### src/design/pttt_pkg.sv
`default_nettype none
package pttt_pkg;

	localparam int ID_W        = 16;
	localparam int CNT_W       = 16;
	localparam int MAX_REPORTS = 16;
	localparam int RPT_W       = $clog2(MAX_REPORTS + 1);

	localparam int IN_DATA_W  = 32;
	localparam int IN_USER_W  = 2;
	localparam int OUT_DATA_W = 24;
	localparam int OUT_PAD_W  = OUT_DATA_W - ID_W - 3;

	typedef enum logic [1:0] {
		REQ_ADD    = 2'd0,
		REQ_REMOVE = 2'd1,
		REQ_TICK   = 2'd2,
		REQ_NONE   = 2'd3
	} req_t;

	typedef enum logic [2:0] {
		ST_DONE     = 3'd0,
		ST_DUP      = 3'd1,
		ST_FULL     = 3'd2,
		ST_NOTFOUND = 3'd3,
		ST_NULL     = 3'd4
	} status_t;

	typedef enum logic [1:0] {
		S_IDLE,
		S_SCAN,
		S_FINISH
	} state_t;

	typedef struct packed {
		logic [ID_W-1:0]  id;
		logic [CNT_W-1:0] period;
		logic [CNT_W-1:0] cd;
	} slot_word_t;

	typedef struct packed {
		logic             hit;
		logic             free;
		logic             fire;
		logic [CNT_W-1:0] cd_next;
	} slot_eval_t;

endpackage
`default_nettype wire

### src/design/periodic_task_tick_table_core.sv
`default_nettype none
// Periodic task table. Each request beat (tuser selects add, remove or tick) is
// served by one scan of the slot memory, one slot per cycle through a single
// shared compare/countdown unit, unless a full output register holds the scan.
// An add or remove with a null id, and the unused request code, skip the scan.
// Only one request is in work at a time; s_axis_tready is high while the
// sequencer is idle, even if the last result beat still waits in the output
// register. A tick gives one beat per fired task in slot order (at most sixteen
// are reported, all of them reload), or one beat with fired_valid low when
// nothing fired; tlast marks the final beat. Slot contents sit in a memory with
// a registered read port; occupancy is kept in flip-flops cleared by reset, so
// no clearing pass is needed.
module periodic_task_tick_table_core #(
	parameter int SLOTS = 16
) (
	input  wire logic                              clk,
	input  wire logic                              arst_n,
	input  wire logic                              s_axis_tvalid,
	output logic                                   s_axis_tready,
	// [15:0] task_id, [31:16] period_ms
	input  wire logic [pttt_pkg::IN_DATA_W-1:0]    s_axis_tdata,
	// [1:0] req_type
	input  wire logic [pttt_pkg::IN_USER_W-1:0]    s_axis_tuser,
	output logic                                   m_axis_tvalid,
	input  wire logic                              m_axis_tready,
	// [2:0] status, [18:3] fired_id, [23:19] zero
	output logic [pttt_pkg::OUT_DATA_W-1:0]        m_axis_tdata,
	// [0] fired_valid
	output logic [0:0]                             m_axis_tuser,
	output logic                                   m_axis_tlast
);
	import pttt_pkg::*;

	localparam int AW = (SLOTS > 1) ? $clog2(SLOTS) : 1;
	localparam int CW = $clog2(SLOTS + 1);

	// Sequencer and request registers.
	state_t           state_q, state_d;
	req_t             req_q;
	logic [ID_W-1:0]  id_q;
	logic [CNT_W-1:0] per_q;
	logic [CW-1:0]    idx_q;

	// Slot storage: contents in memory, occupancy in flops.
	slot_word_t       slot_mem [SLOTS];
	logic [SLOTS-1:0] occ_q;

	// Read stage.
	logic             vld_s1;
	logic [AW-1:0]    idx_s1;
	slot_word_t       rd_s1;
	slot_eval_t       ev;

	// Scan results.
	logic             hit_q, free_q;
	logic [AW-1:0]    hit_idx_q, free_idx_q;

	// The most recent fired id is held back until we know whether it is the last.
	logic             pend_vld_q;
	logic [ID_W-1:0]  pend_id_q;
	logic [RPT_W-1:0] rpt_q;

	// Output register.
	logic             obuf_vld_q;
	status_t          obuf_status_q;
	logic [ID_W-1:0]  obuf_id_q;
	logic             obuf_user_q;
	logic             obuf_last_q;

	logic    accept, obuf_free, rep, push_pend, stall, adv, issue, tick_wr;
	logic    fin_go, add_wr, rem_clr, scan_needed;
	status_t fin_status;

	pttt_slot_unit u_slot_unit (
		.occ  (occ_q[idx_s1]),
		.id   (id_q),
		.word (rd_s1),
		.ev   (ev)
	);

	assign accept    = s_axis_tvalid && s_axis_tready;
	assign obuf_free = !obuf_vld_q || m_axis_tready;

	// A fired slot is reported while fewer than the maximum have been reported;
	// pushing the held id out needs a free output register, otherwise the scan waits.
	assign rep       = vld_s1 && (req_q == REQ_TICK) && ev.fire && (rpt_q < RPT_W'(MAX_REPORTS));
	assign push_pend = rep && pend_vld_q;
	assign stall     = push_pend && !obuf_free;
	assign adv       = (state_q == S_SCAN) && !stall;
	assign issue     = idx_q < CW'(SLOTS);
	assign tick_wr   = adv && vld_s1 && (req_q == REQ_TICK);

	assign scan_needed = (req_t'(s_axis_tuser) == REQ_TICK) ||
		(((req_t'(s_axis_tuser) == REQ_ADD) || (req_t'(s_axis_tuser) == REQ_REMOVE)) &&
		 (s_axis_tdata[ID_W-1:0] != '0));

	// Final status of the request, from what the scan found.
	always_comb begin
		case (req_q)
			REQ_ADD: begin
				if (id_q == '0) begin
					fin_status = ST_NULL;
				end else if (hit_q) begin
					fin_status = ST_DUP;
				end else if (!free_q) begin
					fin_status = ST_FULL;
				end else begin
					fin_status = ST_DONE;
				end
			end
			REQ_REMOVE: begin
				if (id_q == '0) begin
					fin_status = ST_NULL;
				end else if (!hit_q) begin
					fin_status = ST_NOTFOUND;
				end else begin
					fin_status = ST_DONE;
				end
			end
			default: fin_status = ST_DONE;
		endcase
	end

	always_comb begin
		state_d = state_q;
		fin_go  = 1'b0;
		case (state_q)
			S_IDLE: begin
				s_axis_tready = 1'b1;
				if (s_axis_tvalid) begin
					state_d = scan_needed ? S_SCAN : S_FINISH;
				end
			end
			S_SCAN: begin
				s_axis_tready = 1'b0;
				if (!issue && !vld_s1) begin
					state_d = S_FINISH;
				end
			end
			S_FINISH: begin
				s_axis_tready = 1'b0;
				fin_go        = obuf_free;
				if (obuf_free) begin
					state_d = S_IDLE;
				end
			end
			default: begin
				s_axis_tready = 1'b0;
				state_d       = S_IDLE;
			end
		endcase
	end

	assign add_wr  = fin_go && (req_q == REQ_ADD) && (fin_status == ST_DONE);
	assign rem_clr = fin_go && (req_q == REQ_REMOVE) && (fin_status == ST_DONE);

	always_ff @(posedge clk or negedge arst_n) begin
		if (!arst_n) begin
			state_q    <= S_IDLE;
			idx_q      <= '0;
			vld_s1     <= 1'b0;
			occ_q      <= '0;
			hit_q      <= 1'b0;
			free_q     <= 1'b0;
			pend_vld_q <= 1'b0;
			rpt_q      <= '0;
			obuf_vld_q <= 1'b0;
		end else begin
			state_q <= state_d;
			if (accept) begin
				idx_q      <= '0;
				vld_s1     <= 1'b0;
				hit_q      <= 1'b0;
				free_q     <= 1'b0;
				pend_vld_q <= 1'b0;
				rpt_q      <= '0;
			end else if (adv) begin
				vld_s1 <= issue;
				if (issue) begin
					idx_q <= idx_q + CW'(1);
				end
				if (vld_s1 && ev.hit && !hit_q) begin
					hit_q <= 1'b1;
				end
				if (vld_s1 && ev.free && !free_q) begin
					free_q <= 1'b1;
				end
				if (rep) begin
					pend_vld_q <= 1'b1;
					rpt_q      <= rpt_q + RPT_W'(1);
				end
			end
			if (add_wr) begin
				occ_q[free_idx_q] <= 1'b1;
			end else if (rem_clr) begin
				occ_q[hit_idx_q] <= 1'b0;
			end
			if ((adv && push_pend) || fin_go) begin
				obuf_vld_q <= 1'b1;
			end else if (m_axis_tready) begin
				obuf_vld_q <= 1'b0;
			end
		end
	end

	// Payload registers and the slot memory.
	always_ff @(posedge clk) begin
		if (accept) begin
			req_q <= req_t'(s_axis_tuser);
			id_q  <= s_axis_tdata[ID_W-1:0];
			per_q <= s_axis_tdata[ID_W+CNT_W-1:ID_W];
		end
		if (adv) begin
			if (issue) begin
				rd_s1  <= slot_mem[idx_q[AW-1:0]];
				idx_s1 <= idx_q[AW-1:0];
			end
			if (vld_s1 && ev.hit && !hit_q) begin
				hit_idx_q <= idx_s1;
			end
			if (vld_s1 && ev.free && !free_q) begin
				free_idx_q <= idx_s1;
			end
			if (rep) begin
				pend_id_q <= rd_s1.id;
			end
		end
		if (tick_wr) begin
			slot_mem[idx_s1] <= '{id: rd_s1.id, period: rd_s1.period, cd: ev.cd_next};
		end else if (add_wr) begin
			slot_mem[free_idx_q] <= '{id: id_q, period: per_q, cd: CNT_W'(1)};
		end
		if (adv && push_pend) begin
			obuf_status_q <= ST_DONE;
			obuf_id_q     <= pend_id_q;
			obuf_user_q   <= 1'b1;
			obuf_last_q   <= 1'b0;
		end else if (fin_go) begin
			obuf_status_q <= fin_status;
			obuf_last_q   <= 1'b1;
			if ((req_q == REQ_TICK) && pend_vld_q) begin
				obuf_id_q   <= pend_id_q;
				obuf_user_q <= 1'b1;
			end else begin
				obuf_id_q   <= '0;
				obuf_user_q <= 1'b0;
			end
		end
	end

	assign m_axis_tvalid   = obuf_vld_q;
	assign m_axis_tdata    = {{OUT_PAD_W{1'b0}}, obuf_id_q, obuf_status_q};
	assign m_axis_tuser[0] = obuf_user_q;
	assign m_axis_tlast    = obuf_last_q;

endmodule
`default_nettype wire

### src/design/pttt_slot_unit.sv
`default_nettype none
// Shared per-slot evaluator: id compare, free check and the countdown step.
module pttt_slot_unit (
	input  wire logic                     occ,
	input  wire logic [pttt_pkg::ID_W-1:0] id,
	input  wire pttt_pkg::slot_word_t     word,
	output pttt_pkg::slot_eval_t          ev
);
	import pttt_pkg::*;

	logic expire;

	always_comb begin
		expire     = (word.cd <= CNT_W'(1));
		ev.hit     = occ && (word.id == id);
		ev.free    = !occ;
		ev.fire    = occ && expire;
		if (expire) begin
			ev.cd_next = (word.period == '0) ? CNT_W'(1) : word.period;
		end else begin
			ev.cd_next = word.cd - CNT_W'(1);
		end
	end

endmodule
`default_nettype wire

### config.mk
export PLATFORM = sky130hd
export DESIGN_NAME = periodic_task_tick_table_core
export DESIGN_NICKNAME = d
export VERILOG_FILES = /design/src/design/pttt_pkg.sv /design/src/design/periodic_task_tick_table_core.sv /design/src/design/pttt_slot_unit.sv
export SDC_FILE = /design/constraint.sdc
export NUM_CORES = 1
export LEC_CHECK = 0
export BUFFER_PORTS_ARGS = -buffer_cell sky130_fd_sc_hd__clkbuf_2
export CORE_MARGIN = 2
export CORE_UTILIZATION = 60
export CTS_BUF_LIST = sky130_fd_sc_hd__clkbuf_4 sky130_fd_sc_hd__clkbuf_8
export CTS_CLUSTER_SIZE = 28
export DETAILED_ROUTE_END_ITERATION = 10
export PLACE_DENSITY = 0.77
export SLEW_MARGIN = 40
export SYNTH_ARGS = -nofsm -noshare
export SYNTH_HDL_FRONTEND = slang
export SYNTH_SLANG_ARGS = --single-unit
### constraint.sdc
create_clock -name clk -period 14.11 [get_ports clk]
set_input_delay 0.7055 -clock clk [delete_from_list [all_inputs] [get_ports clk]]
set_output_delay 0.7055 -clock clk [all_outputs]
set_load 0.05 [all_outputs]
==> impl_metrics.py <==
metrics = {
    "sta": {
        "slew_headroom_pct": 43.1,
        "period_share_pct": 28.0,
        "rsz0062_at_grt": "no",
        "clock_skew_ns": 0.0249,
        "hold_violations": 0,
        "min_period_ns": 3.95,
        "setup_tns_ns": 0,
        "final_max_slew_viol_count": 0,
        "worst_pin_slew_ns": 0.853,
        "fmax_ghz": 0.253,
        "setup_viol": 0,
    },
    "yosys": {
        "synthArstFlopShare_pct": 3.54,
        "synth_edf_count": 894,
        "netlist_area_um2": 36000,
        "synth_warnings": 0,
        "yosys_most_used_dff": "edfxtp_1",
        "seq_area_frac_synth_pct": 77.1,
        "synth.avg_cell_area_um2": 21.4,
        "synthCells": 1683,
        "ys_types": 59,
        "ys_ff_latch": 932,
    },
    "worst_hold_path": {
        "hp-class": "input port to register",
    },
    "global_route": {
        "grt_usage_pct": 24.3,
        "met1_usage_pct": 34.2,
        "grt_max_degree": 62,
        "grt_pass1_vias": 17900,
        "grt_pass1_wl_um": 111000,
        "gr-usage-met3_pct": 4.92,
        "use_met2_pct": 38.9,
        "grt.busiest_layer": "met2",
        "antenna_found_initial": 0,
        "grt-ovfl-total": 0,
    },
    "die": {
        "die_h_um": 249,
        "start_util_pct": 60.8,
        "ios": 66,
        "core-area_um2": 59200,
        "dieArea_um2": 62000,
        "chipWidth_um": 249,
        "rows": 89,
    },
    "route": {
        "wirelength_um": 73300,
        "vias": 17500,
        "wl_per_cell_um": 26.9,
        "viasPerCell": 6.43,
        "drc": 0,
        "ant_nets": 0,
        "dr.pass1.iters": 5,
        "drt_iter0_markers": 1967,
    },
    "clock_tree": {
        "clk_latency_ns": 0.80,
        "ctsResizeCount": 0,
        "clk_pin_slew_worst_paths_ns": 0.06,
        "clock-sinks": 932,
        "cts_buffers": 142,
        "cts_buffer_depth": 3,
        "htreeDepth": 4,
        "cts-root-buf": "clkbuf_8",
        "tritoncts": "yes",
    },
    "cells_and_area": {
        "drive_above_1_share_pct": 30.9,
        "register_area_um2": 27800,
        "multi_input_area_um2": 8090,
        "nets": 1895,
        "num_antenna_cells": 0,
        "area_growth_pct": 12.1,
        "final_util_pct": 68.2,
        "fillers": 3548,
        "layout.cells.most_common_list": "edfxtp_1, mux4_2, clkbuf_8",
        "design_area_um2": 40400,
        "layout_commonest_cell": "edfxtp_1",
    },
    "placement": {
        "gp_congestion": 0.865,
        "placed_cell_area_um2": 37600,
        "hpwl_um": 40600,
        "io_buffers": 60,
    },
    "power_and_ir_drop": {
        "p_leak_nw": 12.9,
        "peakVddDrop_mv": 0.164,
        "power_per_cell_area_nw_per_um2": 199,
    },
    "setup_path": {
        "criticalPathCategory": "register to register",
        "cp-end-kind": "register",
        "worstPathArrival_ns": 4.36,
        "cp_max_fo": 39,
        "critPathLaunchType": "register",
        "critPathRequiredTime_ns": 14.53,
    },
    "outcome": {
        "status": "completed",
    },
    "job": {
        "max-cap-violations": 0,
    },
}
[layout make-up]
type	instances	area share, %
clock buffers	180	5.58
flip-flops and latches	932	68.8
repair buffers	109	2.02
multi-input cells	655	20.0
inverters	13	0.127
clock inverters	68	1.09
well taps	773	2.39
[where the power goes]
part / switching (mW) / total [mW] / internal [mW]
clock network: 1.00 / 2.12 / 1.12
registers: 0.203 / 3.91 / 3.71
logic: 1.16 / 1.98 / 0.825
[per-layer routing]
layer	wire, µm	vias up	share of wire [%]
met3	5660	130	7.7
met2	36600	857	50
met4	1820	0	2.5
met1	29200	9237	40
met5	0	-	0
li1	-	7322	-
[flip-flops by register name (all words and copies together), names as in the netlist]
signal,count
free_idx_q,4
req_q,2
rpt_q,5
hit_q,1
free_q,1
pend_vld_q,1
obuf_status_q,3
occ_q,16
slot_mem,768
pend_id_q,16
per_q,16
obuf_id_q,16
m_axis_tvalid,1
idx_q,5
state_q,2
m_axis_tuser,1
id_q,16
vld_s1,1
rd_s1,48
m_axis_tlast,1
idx_s1,4
hit_idx_q,4
[worst max-delay path, cell delays in order (launching register included)]
cell,delay (ns)
edfxtp_1,0.43
nor4_1,0.64
a41oi_2,0.41
nand3_4,0.59
mux2_2,0.51
a21oi_4,0.43
buf_4,0.52
[cells by family after synthesis]
logic type	Yosys count	share of synthesized area (%)
compound gates	105	1.80
fa+ha+maj	4	0.139
simple gates	254	3.49
flops	932	77.1
xor+xnor	30	0.729
other cells	1	0.0104
buf+inv	100	1.17
mux	257	15.6
[repair_timing]
item	in CTS	in global routing
setup buffers	0	0
hold buffers	1	0
endpoints found under the hold margin	33	0
[through the flow]
step	total power [mW]	setup WS [ns]	hold WS, ns	instances
2_1_floorplan	5.28	9.31	0.410	1687
3_3_place_gp	5.85	9.46	0.467	2474
3_5_place_dp	5.96	10.01	0.471	2480
4_1_cts	8.08	9.99	0.0140	2729
5_1_grt	8.35	10.00	0.0467	2730
6_report	8.02	10.16	0.0902	2730
[cells in the mapped netlist (2+ instances only)]
cell       count  area (µm²)
a211oi_1      15         113
a21oi_1       33         165
a22oi_1        3        22.5
a2bb2oi_1      2        17.5
a41oi_1        2        17.5
and2_1        18         113
and3_1         3        18.8
and4_1         2        17.5
buf_1         15        56.3
buf_2          8        40.0
buf_4          5        37.5
clkbuf_1      56         210
dfrtp_1       33         826
dfxtp_1        5         100
edfxtp_1     894       26800
ha_1           4        50.1
inv_1         13        48.8
mux2_2         3        33.8
mux2i_1       12         120
mux4_2       242        5450
nand2_1      112         420
nand2b_1       8        50.1
nand3_1       12        60.1
nand3b_1       3        22.5
nand4_1       11        68.8
nor2_1        34         128
nor2b_1        4        25.0
nor3_1        12        60.1
nor3b_1        2        15.0
nor4_1        14        87.6
o2111ai_1      4        35.0
o21a_1         3        22.5
o21ai_0       30         150
o22a_1         5        43.8
o31ai_1        2        15.0
or2_2          3        18.8
or3_1          2        12.5
or4_1          5        37.5
xnor2_1       22         193
xor2_1         8        70.1
[worst paths after layout]
kind                                                 from                   endpoint  slack [ns]  cells past startpoint
min in group asynchronous                          arst_n       occ_q[1]$_DFFE_PN0P_        0.43                      2
worst max-delay path                    id_q[0]$_DFFE_PP_  slot_mem[6][28]$_DFFE_PP_       10.16                      6
worst min-delay path                     s_axis_tdata[24]         per_q[8]$_DFFE_PP_        0.09                      1
worst min register to register  m_axis_tuser$_SDFFE_PP1P_  m_axis_tuser$_SDFFE_PP1P_        0.48                      1
worst max register to register          id_q[0]$_DFFE_PP_  slot_mem[6][28]$_DFFE_PP_       10.16                      6
max in group asynchronous                          arst_n       idx_q[0]$_DFFE_PN0P_       13.33                      2
No activity file was read; power rests on OpenSTA's default activity.
